[config.mk]
export PLATFORM = sky130hd
export DESIGN_NAME = char_lcd_two_line_console
export DESIGN_NICKNAME = d
export VERILOG_FILES = /design/src/hdl/lcd2c_pkg.sv /design/src/hdl/lcd2c_line_mem.sv /design/src/hdl/char_lcd_two_line_console.sv
export SDC_FILE = /design/constraint.sdc
export NUM_CORES = 1
export LEC_CHECK = 0
export BUFFER_PORTS_ARGS = -buffer_cell sky130_fd_sc_hd__buf_2
export CORE_MARGIN = 3
export CORE_UTILIZATION = 60
export DETAILED_ROUTE_END_ITERATION = 8
export GPL_TIMING_DRIVEN = 0
export HOLD_SLACK_MARGIN = 0.15
export PLACE_DENSITY = 0.8
export SLEW_MARGIN = 15
export SYNTH_ARGS = -nofsm -noshare
export SYNTH_HDL_FRONTEND = slang
export SYNTH_SLANG_ARGS = --single-unit
[constraint.sdc]
create_clock -name clk -period 10.3 [get_ports clk]
set_input_delay 1.545 -clock clk [delete_from_list [all_inputs] [get_ports clk]]
set_output_delay 1.545 -clock clk [all_outputs]
set_load 0.005 [all_outputs]
[src/hdl/lcd2c_pkg.sv]
package lcd2c_pkg;

	// Input request: function code and character byte
	typedef struct packed {
		logic [1:0] func;
		logic [7:0] char_code;
	} cmd_t;

	// One LCD register write
	typedef struct packed {
		logic       is_data;
		logic [7:0] byte_value;
		logic       last;
	} res_t;

	// Function codes
	localparam logic [1:0] FN_WRITE     = 2'd0;
	localparam logic [1:0] FN_FLUSH     = 2'd1;
	localparam logic [1:0] FN_HEARTBEAT = 2'd2;
	localparam logic [1:0] FN_INIT      = 2'd3;

	// Configuration register indexes
	localparam int unsigned CFG_IW = 3;
	localparam logic [CFG_IW-1:0] CFG_SET_ADDR   = 3'd0;
	localparam logic [CFG_IW-1:0] CFG_ROW0_ADDR  = 3'd1;
	localparam logic [CFG_IW-1:0] CFG_ROW1_ADDR  = 3'd2;
	localparam logic [CFG_IW-1:0] CFG_MODE       = 3'd3;
	localparam logic [CFG_IW-1:0] CFG_DISPLAY_ON = 3'd4;

	// Character codes
	localparam logic [7:0] CH_CR    = 8'h0D;
	localparam logic [7:0] CH_LF    = 8'h0A;
	localparam logic [7:0] CH_SPACE = 8'h20;
	localparam logic [7:0] CH_NUL   = 8'h00;

	// Spinner glyph sequence
	function automatic logic [7:0] spin_glyph(input logic [1:0] idx);
		logic [7:0] g;
		case (idx)
			2'd0:    g = 8'h7C;
			2'd1:    g = 8'h2F;
			2'd2:    g = 8'h2D;
			default: g = 8'hCD;
		endcase
		return g;
	endfunction

endpackage

[src/hdl/lcd2c_line_mem.sv]
module lcd2c_line_mem #(
	parameter int unsigned LINE_LENGTH = 16
) (
	input  logic                           clk,
	input  logic                           arst_n,
	input  logic                           wr_en,
	input  logic                           wr_line,
	input  logic [$clog2(LINE_LENGTH)-1:0] wr_idx,
	input  logic [7:0]                     wr_data,
	input  logic                           rd_en,
	input  logic                           rd_line,
	input  logic [$clog2(LINE_LENGTH)-1:0] rd_idx,
	output logic [7:0]                     rd_data
);

	logic [7:0] mem_q [0:1][0:LINE_LENGTH-1];
	logic       vld_q [0:1][0:LINE_LENGTH-1];
	logic [7:0] rd_q;
	logic       rd_vld_q;

	// Store bytes; no reset on the array itself
	always_ff @(posedge clk) begin
		if (wr_en) begin
			mem_q[wr_line][wr_idx] <= wr_data;
		end
		if (rd_en) begin
			rd_q <= mem_q[rd_line][rd_idx];
		end
	end

	// Track written entries; unwritten entries read as zero
	always_ff @(posedge clk or negedge arst_n) begin
		if (!arst_n) begin
			for (int l = 0; l < 2; l++) begin
				for (int i = 0; i < LINE_LENGTH; i++) begin
					vld_q[l][i] <= 1'b0;
				end
			end
			rd_vld_q <= 1'b0;
		end else begin
			if (wr_en) begin
				vld_q[wr_line][wr_idx] <= 1'b1;
			end
			if (rd_en) begin
				rd_vld_q <= vld_q[rd_line][rd_idx];
			end
		end
	end

	assign rd_data = rd_vld_q ? rd_q : 8'h00;

endmodule

[src/hdl/char_lcd_two_line_console.sv]
// Two-line text console for a character LCD.
// Requests enter on start/cmd and are taken at a clock edge where start is
// high and busy is low. cmd.func selects write character, flush row 1,
// heartbeat tick or initialize. Each LCD register write comes out on
// result for one cycle with strobe high; result.last marks the final write
// of a request. The receiver cannot stall, so no backpressure exists.
// Configuration writes use cfg_valid/cfg_ready with cfg_index/cfg_data and
// are taken only while the block is idle (cfg_ready follows !busy).
// An ordinary character or carriage return is absorbed in the accept
// cycle and busy never rises; newlines and the other functions hold busy
// high while they run. Each write passes through a pending register and
// the result register before it appears.
// One line byte is read from the line store per cycle, and one shared adder
// forms every address command; that read port sets the drawing rate.
// Each write is held until the next one or the end of the request, so the
// last flag is known; the final write shows in the cycle in which busy falls.
// Reset makes both lines read as zero bytes, selects line 0, position 0,
// heartbeat off, spinner at its first glyph, and loads register defaults.
module char_lcd_two_line_console #(
	parameter int unsigned LINE_LENGTH = 16
) (
	input  logic                             clk,
	input  logic                             arst_n,
	input  logic                             start,
	output logic                             busy,
	input  lcd2c_pkg::cmd_t                  cmd,
	output logic                             strobe,
	output lcd2c_pkg::res_t                  result,
	input  logic                             cfg_valid,
	output logic                             cfg_ready,
	input  logic [lcd2c_pkg::CFG_IW-1:0]     cfg_index,
	input  logic [7:0]                       cfg_data
);
	import lcd2c_pkg::*;

	localparam int unsigned IW = $clog2(LINE_LENGTH);
	localparam int unsigned CW = $clog2(LINE_LENGTH + 1);
	localparam logic [CW-1:0] LEN_FULL  = CW'(LINE_LENGTH);
	localparam logic [CW-1:0] LEN_SHORT = CW'(LINE_LENGTH - 1);
	localparam logic [4:0]    POS_FULL  = 5'(LINE_LENGTH);
	localparam logic [4:0]    POS_SHORT = 5'(LINE_LENGTH - 1);
	localparam logic [7:0]    HB_OFFSET = 8'(LINE_LENGTH - 1);

	localparam logic [3:0] S_IDLE     = 4'd0;
	localparam logic [3:0] S_CMD_MODE = 4'd1;
	localparam logic [3:0] S_CMD_ON   = 4'd2;
	localparam logic [3:0] S_BLANK    = 4'd3;
	localparam logic [3:0] S_ROW_ADDR = 4'd4;
	localparam logic [3:0] S_ROW_DATA = 4'd5;
	localparam logic [3:0] S_HB_ADDR  = 4'd6;
	localparam logic [3:0] S_HB_GLYPH = 4'd7;
	localparam logic [3:0] S_FIN      = 4'd8;

	// Configuration registers
	logic [7:0] set_addr_q;
	logic [6:0] row0_addr_q;
	logic [6:0] row1_addr_q;
	logic [7:0] mode_q;
	logic [7:0] disp_on_q;

	// Console state
	logic [3:0]    state_q;
	logic [1:0]    func_q;
	logic          cur_q;
	logic [4:0]    pos_q;
	logic          hb_q;
	logic [1:0]    spin_q;
	logic          row_q;
	logic          which_q;
	logic [CW-1:0] idx_q;
	logic [CW-1:0] len_q;
	logic          bline_q;
	logic [CW-1:0] blen_q;
	logic          btwo_q;

	// Output staging
	res_t pend_q;
	logic pend_v_q;
	logic strobe_q;
	res_t result_q;

	// Sequencer outputs
	logic          gen_v;
	logic          gen_is_data;
	logic [7:0]    gen_byte;
	logic [6:0]    add_base;
	logic [7:0]    add_off;
	logic [7:0]    add_sum;
	logic [4:0]    cur_len;
	logic          idle_store;
	logic          accept;
	logic [CW-1:0] nidx;

	// Memory port
	logic          wr_en;
	logic          wr_line;
	logic [IW-1:0] wr_idx;
	logic [7:0]    wr_data;
	logic          rd_en;
	logic [IW-1:0] rd_idx;
	logic [7:0]    rd_data;

	assign busy      = (state_q != S_IDLE);
	assign cfg_ready = !busy;
	assign accept    = start && !busy;
	assign strobe    = strobe_q;
	assign result    = result_q;

	// Row length for the current line when storing characters
	assign cur_len = (hb_q && !cur_q) ? POS_SHORT : POS_FULL;
	assign idle_store = accept && (cmd.func == FN_WRITE) && (cmd.char_code != CH_CR)
		&& (cmd.char_code != CH_LF) && (pos_q < cur_len);

	// Shared address adder
	assign add_base = (state_q == S_ROW_ADDR && row_q) ? row1_addr_q : row0_addr_q;
	assign add_off  = (state_q == S_HB_ADDR) ? HB_OFFSET : 8'h00;
	assign add_sum  = set_addr_q + {1'b0, add_base} + add_off;

	assign nidx = idx_q + CW'(1);

	// Generate at most one write per sequencer step
	always_comb begin
		gen_v       = 1'b0;
		gen_is_data = 1'b0;
		gen_byte    = add_sum;
		case (state_q)
			S_CMD_MODE: begin
				gen_v    = 1'b1;
				gen_byte = mode_q;
			end
			S_CMD_ON: begin
				gen_v    = 1'b1;
				gen_byte = disp_on_q;
			end
			S_ROW_ADDR, S_HB_ADDR: begin
				gen_v = 1'b1;
			end
			S_ROW_DATA: begin
				gen_v       = (idx_q != len_q) && (rd_data != CH_NUL);
				gen_is_data = 1'b1;
				gen_byte    = rd_data;
			end
			S_HB_GLYPH: begin
				gen_v       = 1'b1;
				gen_is_data = 1'b1;
				gen_byte    = spin_glyph(spin_q);
			end
			default: begin
				gen_v = 1'b0;
			end
		endcase
	end

	// Memory write and read requests
	always_comb begin
		wr_en   = 1'b0;
		wr_line = cur_q;
		wr_idx  = pos_q[IW-1:0];
		wr_data = cmd.char_code;
		if (state_q == S_BLANK) begin
			wr_en   = 1'b1;
			wr_line = bline_q;
			wr_idx  = idx_q[IW-1:0];
			wr_data = CH_SPACE;
		end else if (idle_store) begin
			wr_en = 1'b1;
		end
		rd_en  = 1'b0;
		rd_idx = '0;
		if (state_q == S_ROW_ADDR) begin
			rd_en = 1'b1;
		end else if (state_q == S_ROW_DATA && nidx < LEN_FULL) begin
			rd_en  = 1'b1;
			rd_idx = nidx[IW-1:0];
		end
	end

	lcd2c_line_mem #(
		.LINE_LENGTH(LINE_LENGTH)
	) u_line_mem (
		.clk     (clk),
		.arst_n  (arst_n),
		.wr_en   (wr_en),
		.wr_line (wr_line),
		.wr_idx  (wr_idx),
		.wr_data (wr_data),
		.rd_en   (rd_en),
		.rd_line (which_q),
		.rd_idx  (rd_idx),
		.rd_data (rd_data)
	);

	// Hold configuration registers
	always_ff @(posedge clk or negedge arst_n) begin
		if (!arst_n) begin
			set_addr_q  <= 8'd128;
			row0_addr_q <= 7'd0;
			row1_addr_q <= 7'd64;
			mode_q      <= 8'd56;
			disp_on_q   <= 8'd12;
		end else if (cfg_valid && cfg_ready) begin
			case (cfg_index)
				CFG_SET_ADDR:   set_addr_q  <= cfg_data;
				CFG_ROW0_ADDR:  row0_addr_q <= cfg_data[6:0];
				CFG_ROW1_ADDR:  row1_addr_q <= cfg_data[6:0];
				CFG_MODE:       mode_q      <= cfg_data;
				CFG_DISPLAY_ON: disp_on_q   <= cfg_data;
				default: begin
				end
			endcase
		end
	end

	// Advance the sequencer
	always_ff @(posedge clk or negedge arst_n) begin
		if (!arst_n) begin
			state_q <= S_IDLE;
			func_q  <= FN_WRITE;
			cur_q   <= 1'b0;
			pos_q   <= 5'd0;
			hb_q    <= 1'b0;
			spin_q  <= 2'd0;
			row_q   <= 1'b0;
			which_q <= 1'b0;
			idx_q   <= '0;
			len_q   <= '0;
			bline_q <= 1'b0;
			blen_q  <= '0;
			btwo_q  <= 1'b0;
		end else begin
			case (state_q)
				S_IDLE: begin
					if (accept) begin
						func_q <= cmd.func;
						case (cmd.func)
							FN_WRITE: begin
								if (cmd.char_code == CH_LF) begin
									row_q   <= 1'b0;
									which_q <= !cur_q;
									state_q <= S_ROW_ADDR;
								end else if (idle_store) begin
									pos_q <= pos_q + 5'd1;
								end
							end
							FN_FLUSH: begin
								row_q   <= 1'b1;
								which_q <= cur_q;
								state_q <= S_ROW_ADDR;
							end
							FN_HEARTBEAT: begin
								state_q <= S_HB_ADDR;
							end
							default: begin
								cur_q   <= 1'b0;
								pos_q   <= 5'd0;
								state_q <= S_CMD_MODE;
							end
						endcase
					end
				end
				S_CMD_MODE: begin
					state_q <= S_CMD_ON;
				end
				S_CMD_ON: begin
					bline_q <= 1'b0;
					idx_q   <= '0;
					blen_q  <= LEN_FULL;
					btwo_q  <= 1'b1;
					state_q <= S_BLANK;
				end
				S_BLANK: begin
					if (idx_q == blen_q - CW'(1)) begin
						idx_q <= '0;
						if (btwo_q) begin
							btwo_q  <= 1'b0;
							bline_q <= 1'b1;
						end else if (func_q == FN_INIT) begin
							row_q   <= 1'b0;
							which_q <= 1'b0;
							state_q <= S_ROW_ADDR;
						end else begin
							state_q <= S_FIN;
						end
					end else begin
						idx_q <= idx_q + CW'(1);
					end
				end
				S_ROW_ADDR: begin
					idx_q   <= '0;
					len_q   <= (hb_q && !row_q) ? LEN_SHORT : LEN_FULL;
					state_q <= S_ROW_DATA;
				end
				S_ROW_DATA: begin
					if (idx_q == len_q || rd_data == CH_NUL) begin
						if (!row_q) begin
							row_q   <= 1'b1;
							which_q <= !which_q;
							state_q <= S_ROW_ADDR;
						end else if (func_q == FN_WRITE) begin
							// Swap lines and blank the new current one
							cur_q   <= !cur_q;
							pos_q   <= 5'd0;
							bline_q <= !cur_q;
							idx_q   <= '0;
							blen_q  <= (hb_q && cur_q) ? LEN_SHORT : LEN_FULL;
							btwo_q  <= 1'b0;
							state_q <= S_BLANK;
						end else begin
							state_q <= S_FIN;
						end
					end else begin
						idx_q <= nidx;
					end
				end
				S_HB_ADDR: begin
					hb_q    <= 1'b1;
					state_q <= S_HB_GLYPH;
				end
				S_HB_GLYPH: begin
					spin_q  <= spin_q + 2'd1;
					state_q <= S_FIN;
				end
				S_FIN: begin
					state_q <= S_IDLE;
				end
				default: begin
					state_q <= S_IDLE;
				end
			endcase
		end
	end

	// Hold one write back until the next one shows whether it is the last
	always_ff @(posedge clk or negedge arst_n) begin
		if (!arst_n) begin
			pend_v_q <= 1'b0;
			strobe_q <= 1'b0;
		end else if (gen_v) begin
			pend_v_q <= 1'b1;
			strobe_q <= pend_v_q;
		end else if (state_q == S_FIN) begin
			pend_v_q <= 1'b0;
			strobe_q <= pend_v_q;
		end else begin
			strobe_q <= 1'b0;
		end
	end

	// Stage write payloads
	always_ff @(posedge clk) begin
		if (gen_v) begin
			pend_q.is_data    <= gen_is_data;
			pend_q.byte_value <= gen_byte;
			pend_q.last       <= 1'b0;
			result_q          <= pend_q;
		end else if (state_q == S_FIN) begin
			result_q <= {pend_q.is_data, pend_q.byte_value, 1'b1};
		end
	end

endmodule
==> flow_summary.yaml <==
timing:
  drv_slew: 0
  tightestPinTransition_ns: 1.188
  max_freq_mhz: 234.3
  post-route-period-util_pct: 41.45
  period_minus_slack_ns: 4.269
  hold_viol_final: 0
  rsz0062_at_grt: "false"
  finalClockSkew_ns: 0.02434
  finalSetupViolCount: 0
  slew_headroom_pct: 20.83
  setup-tns-final_ns: 0
place:
  hpwl_um: 28090
  place_congestion: 0.9344
  port_buffers: 36
  placed_area_um2: 17760
global_route:
  grtUsageTotal_pct: 28.01
  overflow: 0
  antenna_found_initial: 2
  grt_pass1_vias: 10930
  grtUsageMet2_pct: 45.36
  grt_first_pass_wirelength_um: 64610
  grtUsageMet1_pct: 36.81
  grt_max_degree: 77
  gr-max-usage-layer: "met2"
  gr-usage-met3_pct: 6.968
run_status:
  status: "finished clean"
cts:
  cts_sinks: 384
  cts_tree: "done"
  numCtsBuffers: 40
  cts_resized: 0
  path_clk_slew_ns: 0.06
  cts_setup_buffers: 0
  holdBufCountCts: 0
  clock_latency_ns: 0.54
  clockBufferDepth: 3
  htree_levels: 2
  clockRootBuffer: "clkbuf_16"
power_and_ir_drop:
  leakage_uw: 0.006909
  p_sw_uw: 1801
  clockPowerShare_pct: 27.6
  sw_frac_of_total_pct: 33.67
  p_seq_share_pct: 39.3
  irDropWorstVdd_uv: 158.1
  internal_power_uw: 3547
  p_total_uw: 5348
  combPwrFrac_pct: 33.0
  power_density_nw_per_um2: 279.8
synthesis:
  synth.net_count: 1225
  synth_top_area_share_pct: 49.85
  synth_simple_gate_area_share_pct: 8.396
  synth_area_per_cell_um2: 14.56
  synthFlopType: "edfxtp_1"
  synth_mux_area_share_pct: 10.60
  synth_compound_area_share_pct: 10.71
  synthTopCellsByArea: "edfxtp_1, dfrtp_1, mux2_2"
  synth_top_family_by_area: "compound AO/OA/AOI/OAI gates"
  yosysWarnings: 0
  async_flop_share_pct: 26.30
  synth_cells: 1171
  synth-xor-area-share_pct: 0.8220
  synth_edf_count: 283
  synth_seq_area_share_pct: 64.73
  synth_seq_cells: 384
  yosys.area.top_type: "edfxtp_1"
  syn-cell-area_um2: 17050
  yosys-top-cells-count: "edfxtp_1, dfrtp_1, mux2_2"
  post-synth-top-count-cell: "edfxtp_1"
  synth_fa_ha_area_share_pct: 2.349
  synthDistinctLibCells: 77
hold_path:
  whs_path_depth: 0
  hold_class: "reg2reg"
  hp-start: "pend_q[6]"
  whs_endpoint: "result[6]"
floorplan:
  ios: 38
  design.die.area_um2: 30470
  rows: 61
  die_h_um: 174.6
  die_w_um: 174.6
  initial_core_util_pct: 61.19
  core-area_um2: 27860
routing:
  drtIter0Drc: 1378
  wl_per_cell_um: 25.32
  ant_nets: 0
  drt_wl_total_um: 42020
  drc: 0
  via_per_inst: 6.581
  vias: 10920
  dr.pass1.iters: 6
setup_path:
  r2r_start: "state_q[0]"
  worst_path_dominant_cell_family: "adder cells"
  cp_max_fo: 10
  crit_buf_inv: 4
  crit_chain: "buf_2 > clkbuf_1 > nor4_2 > inv_1 > fa_1 > inv_1 > ha_1 > fa_1 > a21o_1 > a21oi_1 > o21bai_1 > a21oi_1 > xnor2_1 > a21oi_1"
  endpoint_kind: "register"
  critPathKind: "reg2reg"
  critPathRequiredTime_ns: 10.58
  path_depth: 14
  r2r.worst_path.cells: 14
  critPathSlowestCell: "nor4_2"
  cpMostUsedCell: "a21oi_1"
  max_stage_delay_ns: 0.77
  reg2reg_to: "pend_q[8]"
  worstPathArrival_ns: 4.55
  start_kind: "register"
  reg2reg_slack_ns: 6.03
final_layout:
  drive_above_1_share_pct: 19.03
  num_antenna_cells: 0
  area_growth_syn_to_layout_pct: 12.12
  multi_input_area_um2: 5619
  seqCellArea_um2: 11030
  fin_nets: 1305
  fillCellCount: 1864
  final_area_um2: 19110
job:
  max-cap-violations: 0
-- layout make-up --
type,count,area share [%]
repair buffers,38,1.198
clock inverters,25,1.440
multi-input cells,689,29.40
well taps,378,2.474
clock buffers,48,5.617
plain buffers,74,1.669
inverters,24,0.4713
flip-flops and latches,384,57.73
-- registers in the layout, summed over array words and instances (netlist names), 4 cells and up --
signal            cells
state_q               4
u_line_mem.rd_q       8
pend_q                9
row0_addr_q           7
result               10
u_line_mem.vld_q     32
mode_q                8
idx_q                 5
pos_q                 5
set_addr_q            8
u_line_mem.mem_q    256
disp_on_q             8
row1_addr_q           7
-- through the flow --
| step | util, % | hold WS, ns | setup slack (ns) | cells |
|---|---|---|---|---|
| floorplan | - | 0.4003 | 6.384 | 1171 |
| global placement | 63.54 | 0.4015 | 5.592 | 1585 |
| detailed placement | 63.75 | 0.4045 | 5.850 | 1587 |
| CTS | 68.60 | 0.4193 | 5.983 | 1660 |
| global route | 68.61 | 0.4346 | 5.794 | 1660 |
| finish | 68.61 | 0.4195 | 6.031 | 1660 |
-- worst max path at each step --
stage	start	to	slack [ns]
5_1_grt	state_q[0]	pend_q[8]	5.79
4_1_cts	state_q[0]	pend_q[8]	5.98
3_5_place_dp	cmd[0]	u_line_mem.mem_q[1][45]	5.85
6_report	state_q[0]	pend_q[8]	6.03
2_1_floorplan	state_q[0]	pend_q[8]	6.38
3_3_place_gp	state_q[0]	pend_q[8]	5.59
-- routing by layer --
| metal | vias up | wire [µm] |
|---|---|---|
| met4 | 4 | 1775 |
| met5 | - | 19 |
| met3 | 154 | 4753 |
| met1 | 5397 | 15440 |
| met2 | 667 | 20040 |
| li1 | 4702 | - |
-- power by group through the flow --
stage	Combinational (µW)	Sequential [µW]	Clock [µW]
final	1770	2100	1480
after global routing	1900	2120	1560
after CTS	1740	2100	1490
after detailed placement	1730	2130	0
after global placement	1680	2120	0
after floorplan	1190	2100	0
-- kinds of logic (layout without fill, tap and decap cells) --
group                      after synthesis  after routing
muxes                                  139            139
adders and majority gates               29             29
xor gates and xnor gates                16             16
DFF                                    384            384
and+or+nand+nor                        259            259
AOI/OAI and AO/OA                      246            246
buffers and inverters                   98            209
-- cells in the final DEF (no fill, tap or decap), types with 8 or more instances in the layout --
cell type	synthesis	layout
clkinv_2	0	9
nand4_1	8	8
buf_2	21	56
a211oi_1	33	33
o21bai_1	36	36
a31oi_1	11	11
nand2_1	45	45
nor2_1	61	61
nor3_1	14	14
clkbuf_1	42	48
mux2_2	62	62
o31ai_1	12	12
nor2b_1	31	31
a221oi_1	14	14
nand2b_1	11	10
nand3_1	19	19
and2_1	13	8
mux2i_1	50	50
nor3b_1	8	8
clkinv_1	0	9
mux4_2	27	27
a21oi_1	18	18
o21ai_0	37	37
o211ai_1	18	18
dfrtp_1	94	94
edfxtp_1	283	283
inv_1	24	24
clkbuf_16	0	42
ha_1	24	24
xnor2_1	12	12
Power figures use the tool's default switching activity.
